[config.mk]
export PLATFORM = sky130hd
export DESIGN_NAME = charger_retry_mode_sequencer
export DESIGN_NICKNAME = d
export VERILOG_FILES = /design/src/rtl/crms_pkg.sv /design/src/rtl/crms_step.sv /design/src/rtl/charger_retry_mode_sequencer.sv
export SDC_FILE = /design/constraint.sdc
export NUM_CORES = 1
export LEC_CHECK = 0
export BUFFER_PORTS_ARGS = -buffer_cell sky130_fd_sc_hd__buf_2
export CAP_MARGIN = 20
export CORE_ASPECT_RATIO = 0.6
export CORE_MARGIN = 4
export CORE_UTILIZATION = 45
export DETAILED_ROUTE_END_ITERATION = 8
export PLACE_DENSITY = 0.66
export SYNTH_ARGS = -nofsm -noshare
export SYNTH_HDL_FRONTEND = slang
export SYNTH_HIERARCHICAL = 1
export SYNTH_SLANG_ARGS = --single-unit
export TNS_END_PERCENT = 20
[constraint.sdc]
create_clock -name clock -period 10.8 [get_ports clock]
set_input_delay 3.24 -clock clock [delete_from_list [all_inputs] [get_ports clock]]
set_output_delay 3.24 -clock clock [all_outputs]
set_load 0.01 [all_outputs]
[src/rtl/crms_pkg.sv]
// Package for the charger retry mode sequencer: payload, config and state types, codes.
`timescale 1ns / 1ps

package crms_pkg;

   localparam logic [1:0] CSR_SOC_FULL_THRESHOLD = 2'd0;
   localparam logic [1:0] CSR_CURRENT_LIMIT      = 2'd1;
   localparam logic [1:0] CSR_SAMPLE_TICKS       = 2'd2;
   localparam logic [1:0] CSR_MAX_RETRIES        = 2'd3;

   localparam logic [7:0]  SOC_FULL_RESET     = 8'h61;
   localparam logic [15:0] CURRENT_LIMIT_RESET = 16'hc9;
   localparam logic [7:0]  SAMPLE_TICKS_RESET = 8'h14;
   localparam logic [1:0]  MAX_RETRIES_RESET  = 2'd3;

   localparam logic [1:0] MODE_IDLE      = 2'd0;
   localparam logic [1:0] MODE_CHARGING  = 2'd1;
   localparam logic [1:0] MODE_FAIL_RETRY = 2'd2;
   localparam logic [1:0] MODE_EXHAUSTED = 2'd3;

   localparam logic [3:0] PACK_STATE_EMPTY = 4'h2;
   localparam logic [1:0] RETRY_SATURATED  = 2'd3;

   typedef struct packed {
      logic [7:0]  charge_level;
      logic [15:0] pack_current;
      logic [7:0]  status_first;
      logic [7:0]  status_second;
      logic [7:0]  status_seventh;
      logic [7:0]  pack_fault_code;
      logic        fw_update_active;
   } req_type;

   typedef struct packed {
      logic [1:0] mode_code;
      logic       identify_pulse;
      logic       generic_fault;
      logic       trickle_active;
      logic       retry_failed_pulse;
   } rsp_type;

   typedef struct packed {
      logic [7:0]  soc_full_threshold;
      logic [15:0] current_limit;
      logic [7:0]  sample_ticks;
      logic [1:0]  max_retries;
   } cfg_type;

   typedef struct packed {
      logic [7:0] window_count;
      logic [1:0] retry_count;
      logic       identify_done;
      logic       retry_failed_mark;
   } state_type;

endpackage

[src/rtl/crms_step.sv]
// Per-tick mode decision: decodes status bytes and computes result and next state.
`timescale 1ns / 1ps

module crms_step import crms_pkg::*; (
   input  req_type   req,
   input  cfg_type   cfg,
   input  state_type state_cur,
   output state_type state_nxt,
   output rsp_type   rsp
);

   logic       charging;
   logic       uvp;
   logic [3:0] nibble;
   logic [7:0] win_inc;
   logic       window_done;
   logic       exhausted;

   assign charging    = req.status_first[7];
   assign uvp         = req.status_second[1] | req.status_second[2];
   assign nibble      = req.status_seventh[3:0];
   assign win_inc     = state_cur.window_count + 8'd1;
   assign exhausted   = state_cur.retry_count >= cfg.max_retries;
   assign window_done = (win_inc == cfg.sample_ticks) && !exhausted;

   always_comb begin
      state_nxt = state_cur;
      rsp       = '0;
      rsp.mode_code = MODE_IDLE;
      if (req.fw_update_active) begin
         state_nxt.window_count      = '0;
         state_nxt.retry_count       = '0;
         state_nxt.retry_failed_mark = 1'b0;
      end else if (req.charge_level >= cfg.soc_full_threshold && req.pack_current == 16'd0) begin
         state_nxt.window_count = '0;
         state_nxt.retry_count  = '0;
         if (!state_cur.identify_done) begin
            state_nxt.identify_done = 1'b1;
            rsp.identify_pulse      = 1'b1;
         end
         rsp.mode_code = MODE_FAIL_RETRY;
      end else if (req.pack_current >= cfg.current_limit) begin
         state_nxt.window_count = '0;
         state_nxt.retry_count  = '0;
      end else begin
         state_nxt.window_count = win_inc;
         if (window_done) begin
            state_nxt.window_count = '0;
            state_nxt.retry_count  = state_cur.retry_count + 2'd1;
            if (charging && (req.charge_level != 8'd0 || !uvp)) begin
               state_nxt.retry_count = RETRY_SATURATED;
               rsp.generic_fault     = 1'b1;
               rsp.mode_code         = MODE_FAIL_RETRY;
            end else if (req.charge_level == 8'd0 && req.pack_fault_code == 8'd0 &&
                         nibble == PACK_STATE_EMPTY) begin
               state_nxt.retry_count = '0;
               rsp.trickle_active    = 1'b1;
            end else begin
               rsp.mode_code = MODE_CHARGING;
            end
         end else if (exhausted) begin
            state_nxt.window_count = '0;
            rsp.mode_code          = MODE_EXHAUSTED;
            if (!state_cur.retry_failed_mark) begin
               state_nxt.retry_failed_mark = 1'b1;
               rsp.retry_failed_pulse      = 1'b1;
            end
         end
      end
   end

endmodule

[src/rtl/charger_retry_mode_sequencer.sv]
// Charger retry mode sequencer top level: input register, decision logic, result register.
// Path: an accepted request goes to the input register, then to the result register.
// Throughput: one transaction per cycle unless rsp_ready stalls; the window and retry
//   counters update as an item moves from the input register into the result register.
// Reset (synchronous): both stages empty, counters and marks cleared, registers at defaults.
`timescale 1ns / 1ps

module charger_retry_mode_sequencer import crms_pkg::*; (
   input  logic        clock,
   input  logic        reset,
   input  logic        req_valid,
   output logic        req_ready,
   input  req_type     req_data,
   output logic        rsp_valid,
   input  logic        rsp_ready,
   output rsp_type     rsp_data,
   input  logic        csr_wr_en,
   input  logic [1:0]  csr_index,
   input  logic [15:0] csr_wdata
);

   cfg_type   cfg_ff, cfg_in;
   state_type state_ff, state_in;
   req_type   req_ff;
   logic      req_valid_ff;
   rsp_type   rsp_ff, rsp_in;
   logic      rsp_valid_ff;
   logic      advance;

   assign advance   = !rsp_valid_ff || rsp_ready;
   assign req_ready = !req_valid_ff || advance;
   assign rsp_valid = rsp_valid_ff;
   assign rsp_data  = rsp_ff;

   crms_step u_step (
      .req       (req_ff),
      .cfg       (cfg_ff),
      .state_cur (state_ff),
      .state_nxt (state_in),
      .rsp       (rsp_in)
   );

   always_comb begin
      cfg_in = cfg_ff;
      if (csr_wr_en) begin
         unique case (csr_index)
            CSR_SOC_FULL_THRESHOLD: cfg_in.soc_full_threshold = csr_wdata[7:0];
            CSR_CURRENT_LIMIT:      cfg_in.current_limit      = csr_wdata;
            CSR_SAMPLE_TICKS:       cfg_in.sample_ticks       = csr_wdata[7:0];
            CSR_MAX_RETRIES:        cfg_in.max_retries        = csr_wdata[1:0];
            default:                cfg_in = cfg_ff;
         endcase
      end
   end

   always_ff @(posedge clock) begin
      if (reset) begin
         cfg_ff.soc_full_threshold <= SOC_FULL_RESET;
         cfg_ff.current_limit      <= CURRENT_LIMIT_RESET;
         cfg_ff.sample_ticks       <= SAMPLE_TICKS_RESET;
         cfg_ff.max_retries        <= MAX_RETRIES_RESET;
         state_ff                  <= '0;
         req_valid_ff              <= 1'b0;
         rsp_valid_ff              <= 1'b0;
      end else begin
         cfg_ff <= cfg_in;
         if (req_ready) begin
            req_valid_ff <= req_valid;
         end
         if (advance) begin
            rsp_valid_ff <= req_valid_ff;
            if (req_valid_ff) begin
               state_ff <= state_in;
            end
         end
      end
   end

   always_ff @(posedge clock) begin
      if (req_ready && req_valid) begin
         req_ff <= req_data;
      end
      if (advance && req_valid_ff) begin
         rsp_ff <= rsp_in;
      end
   end

endmodule
==> results.ini, run 1 <==
[cts]
postCtsSetupBuffers = 0
root_buffer = clkbuf_16
clk_latency_ps = 340
cts.sinks = 94
htree_levels = 3
clk_pin_slew_ps = 60
cts_hold_buf = 0
cts_max_path_buffers = 2
cts_resized = 0
cts_inserted_buffers = 9
cts_tree = done

[critical_path]
reg2reg_depth = 7
crit_chain = buf_2 > nor2b_2 > nand2_1 > buf_2
criticalPathCategory = in -> out
slowest_stage = nor2b_2
path_delay_family = simple AND/OR/NAND/NOR gates
cp_num_cells = 4
worstPathArrival_ps = 3830
worstPathMaxFanout = 4
path_buf_inv = 2
critPathMaxStageDelay_ps = 230
critical_path.endpoint_type = primary output
critical_path_required_ps = 7560
start_kind = input pin
critical_path.most_common_cell = buf_2

[power]
p_leak_nw = 2.06
power-per-cell-area_nw_per_um2 = 143
ir_worst_vdd_mv = 0.0763

[yosys]
syn_area_per_cell_um2 = 10.6
syn-instance-count = 430
syn_area_um2 = 4580
synth.net_count = 537
yosysWarningCount = 6

[floorplanning]
initial_core_util_pct = 46.3
die_w_um = 138
io_pins = 88
die_area_um2 = 11900
core_area_um2 = 9880
rows = 28
die_h_um = 86.1

[hold_path]
hold_depth = 2
hold_path.class = reg -> reg

[placed_design]
postPlaceCellArea_um2 = 4990
dp_slack_ps = 3730
post-dp-hpwl_um = 7520
gp_congestion = 0.845
io_buffers = 70

[global_routing]
antenna_found_initial = 0
overflow = 0
first_global_vias = 3201
grt_pass1_wl_um = 16100
grt_max_degree = 69
grt_use_total_pct = 17.2

[sta]
fin_crit_sh_pct = 65.4
fmax_mhz = 142
tns_ps = 0
setup_viol = 0
clock_skew_ps = 7.14
post-route-min-period_ps = 7070
hold_viol = 0
setup_ws_ps = 3730
tightest_slew_ps = 1070
rsz0062_at_grt = no
slew_viol_final = 0
whs_ps = 456
relSlewSlack_pct = 28.6

[routing]
wl_um = 10100
drtIter0Drc = 142
num_vias = 3322
dr.pass1.iters = 4
ant_nets = 0
vias_per_cell = 5.24
wl_per_cell_um = 15.9
drcViolationCount = 0

[cells_and_area]
design_area_um2 = 5280
synthToLayoutAreaGrowth_pct = 15.3
layout-drive-gt1-share_pct = 19.8
mostFrequentLayoutCells = buf_2, dfxtp_1, edfxtp_1
finalCoreUtilization_pct = 53.4
diodes = 0
layout.nets = 601
layout_commonest_cell = buf_2
fillers = 909
multi_input_area_um2 = 2010
seq_area_um2 = 2340

[run_status]
status = finished clean

[job]
cap_violations = 0

==> final cells by class <==
type | count | share of cell area [%]
Clock buffer | 10 | 4.34
Clock inverter | 6 | 0.853
Inverter | 29 | 2.06
Multi-Input combinational cell | 288 | 38.1
Sequential cell | 94 | 44.4
Tap cell | 135 | 3.20
Timing Repair Buffer | 72 | 7.06
==> sequential cells by signal, indices dropped and copies added, names as in the netlist <==
name	count
cfg_ff	34
req_ff	40
rsp_valid	1
req_valid_ff	1
state_ff	12
rsp_data	6
==> routing by layer <==
layer	part of all wire, %	global-route usage, %
met2	41	25.4
met3	9.2	5.63
met1	48	24.1
met4	1.1	5.65
met5	0	0
==> through the flow <==
step                      cells  power [mW]
after floorplan             430       0.446
after global placement      617       0.467
after detailed placement    617       0.471
after CTS                   633       0.767
after global routing        634       0.790
final                       634       0.757
==> report_power, final <==
part	switching, mW	leakage (nW)	internal (mW)
Combinational	0.0368	1.09	0.0286
Sequential	0.00812	0.839	0.390
Clock	0.137	0.126	0.157
==> path summary, 6_finish.rpt <==
| path | from | to | slack [ps] |
|---|---|---|---|
| worst max-delay path | rsp_ready | req_ready | 3730 |
| worst max register to register | req_ff[51] | rsp_data[1] | 7830 |
| worst min register to register | cfg_ff[15] | cfg_ff[15] | 460 |
| worst min-delay path | cfg_ff[15] | cfg_ff[15] | 460 |
==> worst register-to-register path, delay by kind of cell, from the launching register on <==
| family | cells | cell delay (ps) |
|---|---|---|
| simple gates | 2 | 1130 |
| compound gates | 4 | 900 |
| fa+ha+maj | 1 | 330 |
| flops | 1 | 400 |
No activity file was read; power rests on OpenSTA's default activity.
==> inputs of run 2 (changes only) <==
==> constraint.sdc (replaced) <==
create_clock -name clock -period 7.1 [get_ports clock]
set_input_delay 2.13 -clock clock [delete_from_list [all_inputs] [get_ports clock]]
set_output_delay 2.13 -clock clock [all_outputs]
set_load 0.01 [all_outputs]
==> results.ini, run 2 (synthesis gave the netlist of run 1 again) <==
[sta]
post-route-min-period_ps = 4840
slew_viol_final = 0  ; unchanged
rsz0062_at_grt = no  ; unchanged
tightest_slew_ps = 854  ; was 1070 ps
relSlewSlack_pct = 42.8  ; was 28.6%
setup_viol = 0  ; unchanged
clock_skew_ps = 5.84  ; was 7.14 ps
fin_crit_sh_pct = 68.2
hold_viol = 0  ; unchanged
fmax_mhz = 207
tns_ps = 0  ; unchanged

[placed_design]
dpl.cell_count = 617  ; unchanged
gp_congestion = 0.860  ; was 0.845
io_buffers = 70  ; unchanged
post-dp-hpwl_um = 7260  ; was 7520 um

[critical_path]
worstPathMaxFanout = 4  ; unchanged
criticalPathCategory = in -> out  ; unchanged
crit_chain = buf_2 > nor2b_2 > nand2_1 > buf_2  ; unchanged
reg2reg_depth = 7  ; unchanged
critical_path.most_common_cell = buf_2  ; unchanged
path_buf_inv = 2  ; unchanged
path_delay_family = simple AND/OR/NAND/NOR gates  ; unchanged
start_kind = input pin  ; unchanged
cp_num_cells = 4  ; unchanged
worstPathArrival_ps = 2710  ; was 3830 ps
slowest_stage = nor2b_2  ; unchanged
critical_path.endpoint_type = primary output  ; unchanged
critPathMaxStageDelay_ps = 230  ; about the same
critical_path_required_ps = 4970  ; was 7560 ps

[routing]
met3_length_um = 686  ; was 929 um
wl_um = 9930  ; was 10100 um
vias_per_cell = 5.19  ; was 5.24
wl_per_cell_um = 15.6  ; was 15.9 um
dr.pass1.iters = 4  ; unchanged
wl_met2_um = 4030  ; was 4160 um
topRoutingLayerUsed = met4  ; unchanged
drt-met1-wl_um = 5130  ; was 4850 um
drtIter0Drc = 190  ; was 142
num_vias = 3293  ; was 3322
ant_nets = 0  ; unchanged
drcViolationCount = 0  ; unchanged

[cts]
cts_max_path_buffers = 2  ; unchanged
htree_levels = 3  ; unchanged
cts_resized = 0  ; unchanged
cts_inserted_buffers = 9  ; unchanged
cts_hold_buf = 0  ; unchanged
cts.sinks = 94  ; unchanged
cts_tree = done  ; unchanged
clk_latency_ps = 340  ; about the same
clk_pin_slew_ps = 60  ; about the same
root_buffer = clkbuf_16  ; unchanged
postCtsSetupBuffers = 0  ; unchanged

[global_routing]
first_global_vias = 3154  ; was 3201
antenna_found_initial = 0  ; unchanged
grt_use_total_pct = 17.3  ; was 17.2%
grt_pass1_wl_um = 16100  ; about the same
grt_max_degree = 69  ; unchanged
overflow = 0  ; unchanged

[cells_and_area]
seq_area_um2 = 2340  ; unchanged
diodes = 0  ; unchanged
mostFrequentLayoutCells = buf_2, dfxtp_1, edfxtp_1  ; unchanged
top_register = req_ff  ; unchanged
reg_top3 = req_ff x40, cfg_ff x34, state_ff x12  ; unchanged
finalCoreUtilization_pct = 54.2  ; was 53.4%
synthToLayoutAreaGrowth_pct = 17.0  ; was 15.3%
largest_reg_flops = 40  ; unchanged
final_cells = 635  ; was 634
layout.nets = 602  ; was 601
layout-drive-gt1-share_pct = 20.2  ; was 19.8%
fillers = 898  ; was 909
layout_commonest_cell = buf_2  ; unchanged
multi_input_area_um2 = 2010  ; unchanged

[floorplanning]
die_w_um = 138  ; unchanged
io_pins = 88  ; unchanged
die_h_um = 86.1  ; unchanged
initial_core_util_pct = 46.3  ; unchanged
core_area_um2 = 9880  ; unchanged
die_area_um2 = 11900  ; unchanged
rows = 28  ; unchanged

[hold_path]
hold_depth = 2  ; unchanged
hold_path.class = reg -> reg  ; unchanged

[run_status]
status = finished clean  ; unchanged

[job]
cap_violations = 0  ; unchanged

[power]
power-per-cell-area_nw_per_um2 = 231  ; was 143 nW/um^2
ir_worst_vdd_mv = 0.117  ; was 0.0763 mV
p_leak_nw = 2.10  ; was 2.06 nW

[run 2: changes by cell type in the layout (fill, tap and decap cells not counted), sizes merged]
cell | before | now
clkinv | 1 | 2
buf | 72 | 73
bufinv | 0 | 2
clkinvlp | 3 | 1
clkbuf | 10 | 9
[run 2: final timing paths]
path	from	end	slack [ps]
worst max-delay path	rsp_ready	req_ready	2260
worst min-delay path	cfg_ff[11]	cfg_ff[11]	460
worst max register to register	req_ff[51]	rsp_data[1]	4090
worst min register to register	cfg_ff[11]	cfg_ff[11]	460
[run 2: area by class of cell]
class / count / area share, %
well taps: 135 / 3.15
multi-input cells: 288 / 37.6
flip-flops and latches: 94 / 43.7
clock inverters: 7 / 1.96
inverters: 29 / 2.03
repair buffers: 73 / 7.34
clock buffers: 9 / 4.21
[run 2: worst min-delay path: cells and delay by family (launching register included)]
kind / cells / cell delay [ps]
flip-flops: 1 / 310
AND/OR/NAND/NOR: 1 / 50
AO/OA/AOI/OAI: 1 / 50
[run 2: metrics by stage]
stage	instance area, um^2	hold slack (ps)	power, mW	setup WS [ps]
after global routing	5360	474	1.29	2200
final	5360	457	1.24	2260
after CTS	5320	459	1.25	2250
after floorplan	4580	436	0.678	2480
after detailed placement	4990	450	0.715	2250
after global placement	4990	446	0.710	2270
[run 2: power breakdown]
group          internal (mW)  switching (mW)
clock                  0.314           0.218
combinational         0.0445          0.0564
sequential             0.592          0.0120
[run 2: per-layer routing]
layer / track usage [%] / up-vias
li1: - / 1655
met1: 25.7 / 1536
met2: 24.6 / 95
met3: 5.18 / 7
met4: 4.04 / 0
met5: 0 / -
==> inputs of run 3 (changes only) <==
--- a/config.mk
+++ b/config.mk
@@ -5,13 +5,14 @@
 export SDC_FILE = /design/constraint.sdc
 export NUM_CORES = 1
 export LEC_CHECK = 0
+export ABC_AREA = 1
 export BUFFER_PORTS_ARGS = -buffer_cell sky130_fd_sc_hd__buf_2
 export CAP_MARGIN = 20
 export CORE_ASPECT_RATIO = 0.6
 export CORE_MARGIN = 4
 export CORE_UTILIZATION = 45
 export DETAILED_ROUTE_END_ITERATION = 8
-export PLACE_DENSITY = 0.66
+export PLACE_DENSITY = 0.68
 export SYNTH_ARGS = -nofsm -noshare
 export SYNTH_HDL_FRONTEND = slang
 export SYNTH_HIERARCHICAL = 1
==> constraint.sdc (replaced) <==
create_clock -name clock -period 3.9 [get_ports clock]
set_input_delay 1.17 -clock clock [delete_from_list [all_inputs] [get_ports clock]]
set_output_delay 1.17 -clock clock [all_outputs]
set_load 0.01 [all_outputs]
==> results.ini, run 3 <==
[floorplanning]
io_pins = 88  ; unchanged
die_h_um = 88.6  ; was 86.1 um
initial_core_util_pct = 46.2  ; was 46.3%
die_w_um = 142  ; was 138 um
die_area_um2 = 12600  ; was 11900 um^2
core_area_um2 = 10600  ; was 9880 um^2
rows = 29  ; was 28

[yosys]
synth.net_count = 728  ; was 537
yosysWarningCount = 6  ; unchanged
syn_area_per_cell_um2 = 7.85  ; was 10.6 um^2
syn-instance-count = 621  ; was 430
syn_area_um2 = 4880  ; was 4580 um^2

[global_routing]
grt_use_total_pct = 18.0  ; was 17.3%
grt_max_degree = 47  ; was 69
antenna_found_initial = 0  ; unchanged
first_global_vias = 3832  ; was 3154
overflow = 0  ; unchanged
grt_pass1_wl_um = 17900  ; was 16100 um

[hold_path]
hold_depth = 2  ; unchanged
hold_end = cfg_ff[17]  ; was cfg_ff[11]
hold_path.class = reg -> reg  ; unchanged
min-delay-start = cfg_ff[17]  ; was cfg_ff[11]

[routing]
drcViolationCount = 0  ; unchanged
ant_nets = 0  ; unchanged
dr.pass1.iters = 6  ; was 4
wl_per_cell_um = 13.1  ; was 15.6 um
vias_per_cell = 4.89  ; was 5.19
drtIter0Drc = 346  ; was 190
wl_um = 10900  ; was 9930 um
num_vias = 4077  ; was 3293

[critical_path]
reg2reg_depth = 14  ; was 7
start_kind = input pin  ; unchanged
criticalPathCategory = in -> out  ; unchanged
path_delay_family = buffers and inverters  ; was simple AND/OR/NAND/NOR gates
path_buf_inv = 3  ; was 2
slowest_stage = buf_2  ; was nor2b_2
reg2reg_slack_ps = 1340  ; was 4090 ps
crit_chain = buf_2 > inv_1 > nand3_1 > buf_2  ; was buf_2 > nor2b_2 > nand2_1 > buf_2
r2r_end = state_ff[11]  ; was rsp_data[1]
regToRegStartpoint = req_ff[42]  ; was req_ff[51]
worstPathArrival_ps = 1610  ; was 2710 ps
worstPathMaxFanout = 3  ; was 4
critical_path_required_ps = 2730  ; was 4970 ps
critical_path.most_common_cell = buf_2  ; unchanged
critPathMaxStageDelay_ps = 160  ; was 230 ps
critical_path.endpoint_type = primary output  ; unchanged

[placed_design]
postPlaceCellArea_um2 = 5340  ; was 4990 um^2
gp_congestion = 0.839  ; was 0.860
dp_slack_ps = 1120  ; was 2250 ps
post-dp-hpwl_um = 8110  ; was 7260 um
io_buffers = 70  ; unchanged

[cells_and_area]
layout_commonest_cell = nand2_1  ; was buf_2
layout-drive-gt1-share_pct = 16.3  ; was 20.2%
diodes = 0  ; unchanged
largest_reg_flops = 40  ; unchanged
reg_top3 = req_ff x40, cfg_ff x34, state_ff x12  ; unchanged
layout.nets = 796  ; was 602
design_area_um2 = 5630  ; was 5360 um^2
synthToLayoutAreaGrowth_pct = 15.4  ; was 17.0%
mostFrequentLayoutCells = nand2_1, inv_1, nor2_1  ; was buf_2, dfxtp_1, edfxtp_1
top_register = req_ff  ; unchanged

[power]
p_leak_nw = 2.64  ; was 2.10 nW
ir_worst_vdd_mv = 0.317  ; was 0.117 mV
power_mw = 2.26  ; was 1.24 mW
power-per-cell-area_nw_per_um2 = 401  ; was 231 nW/um^2

[sta]
fmax_mhz = 360
setup_viol = 0  ; unchanged
hold_viol = 0  ; unchanged
fin_crit_sh_pct = 71.3
clock_skew_ps = 9.79  ; was 5.84 ps
slew_viol_final = 0  ; unchanged
setup_ws_ps = 1120  ; was 2260 ps
relSlewSlack_pct = 40.9  ; was 42.8%
tightest_slew_ps = 884  ; was 854 ps
post-route-min-period_ps = 2780
rsz0062_at_grt = no  ; unchanged
tns_ps = 0  ; unchanged

[cts]
cts_inserted_buffers = 9  ; unchanged
cts_max_path_buffers = 2  ; unchanged
cts_hold_buf = 0  ; unchanged
cts_resized = 0  ; unchanged
clk_pin_slew_ps = 70  ; was 60 ps
cts.sinks = 94  ; unchanged
root_buffer = clkbuf_16  ; unchanged
postCtsSetupBuffers = 0  ; unchanged
cts_tree = done  ; unchanged
htree_levels = 3  ; unchanged
clk_latency_ps = 340  ; about the same

[job]
cap_violations = 0  ; unchanged

[run_status]
status = finished clean  ; unchanged

==> run 3: cell count changes in the layout (fill, tap and decap cells not counted), moves of 6 or more <==
cell / previous run / this run
mux2i_1: 25 / 0
nor3_1: 20 / 5
nand2_2: 0 / 11
nand2_1: 34 / 146
nand2b_1: 29 / 0
nor4_1: 12 / 5
inv_1: 29 / 102
xnor2_1: 7 / 0
a21o_1: 6 / 0
nand3_1: 6 / 58
nor2_1: 29 / 93
==> run 3: final cells by class <==
cell class | count | area (um^2)
Sequential cell | 94 | 2340
Clock buffer | 9 | 225
Multi-Input combinational cell | 407 | 2060
Tap cell | 139 | 174
Inverter | 105 | 394
Fill cell | 1021 | 4930
Timing Repair Buffer | 72 | 365
Clock inverter | 7 | 66.3
==> run 3: tightest hold or removal path, delay by kind of cell, from the launching register on <==
| family | cells | cell delay, ps |
|---|---|---|
| simple gates | 2 | 120 |
| flops | 1 | 330 |
==> run 3: worst max-delay path by stage <==
stage	from	to	slack, ps	cells after the start
after global placement	rsp_ready	req_ready	1130	4
after CTS	rsp_ready	req_ready	1120	4
after detailed placement	rsp_ready	req_ready	1120	4
after floorplan	rsp_ready	req_ff[0]	1290	4
final	rsp_ready	req_ready	1120	4
after global routing	req_ff[42]	state_ff[10]	1070	14
==> run 3: routing by layer <==
layer | track usage [%] | vias to the layer above | share of wire, %
met1 | 23.7 | 1841 | 48
met4 | 4.83 | 0 | 1.4
met5 | 0 | - | 0
met3 | 4.59 | 16 | 6.5
li1 | - | 2118 | -
met2 | 29.8 | 102 | 45
==> run 3: power breakdown <==
group | switching [mW] | internal, mW
Sequential | 0.0342 | 1.09
Clock | 0.405 | 0.447
Combinational | 0.174 | 0.106
Total | 0.613 | 1.65
==> run 3: stage by stage <==
stage / instances / hold slack, ps / util, %
4_1_cts: 833 / 476 / 53.3
3_5_place_dp: 817 / 457 / 50.6
6_report: 833 / 476 / 53.3
5_1_grt: 833 / 504 / 53.3
2_1_floorplan: 621 / 429 / -
3_3_place_gp: 817 / 444 / 50.6
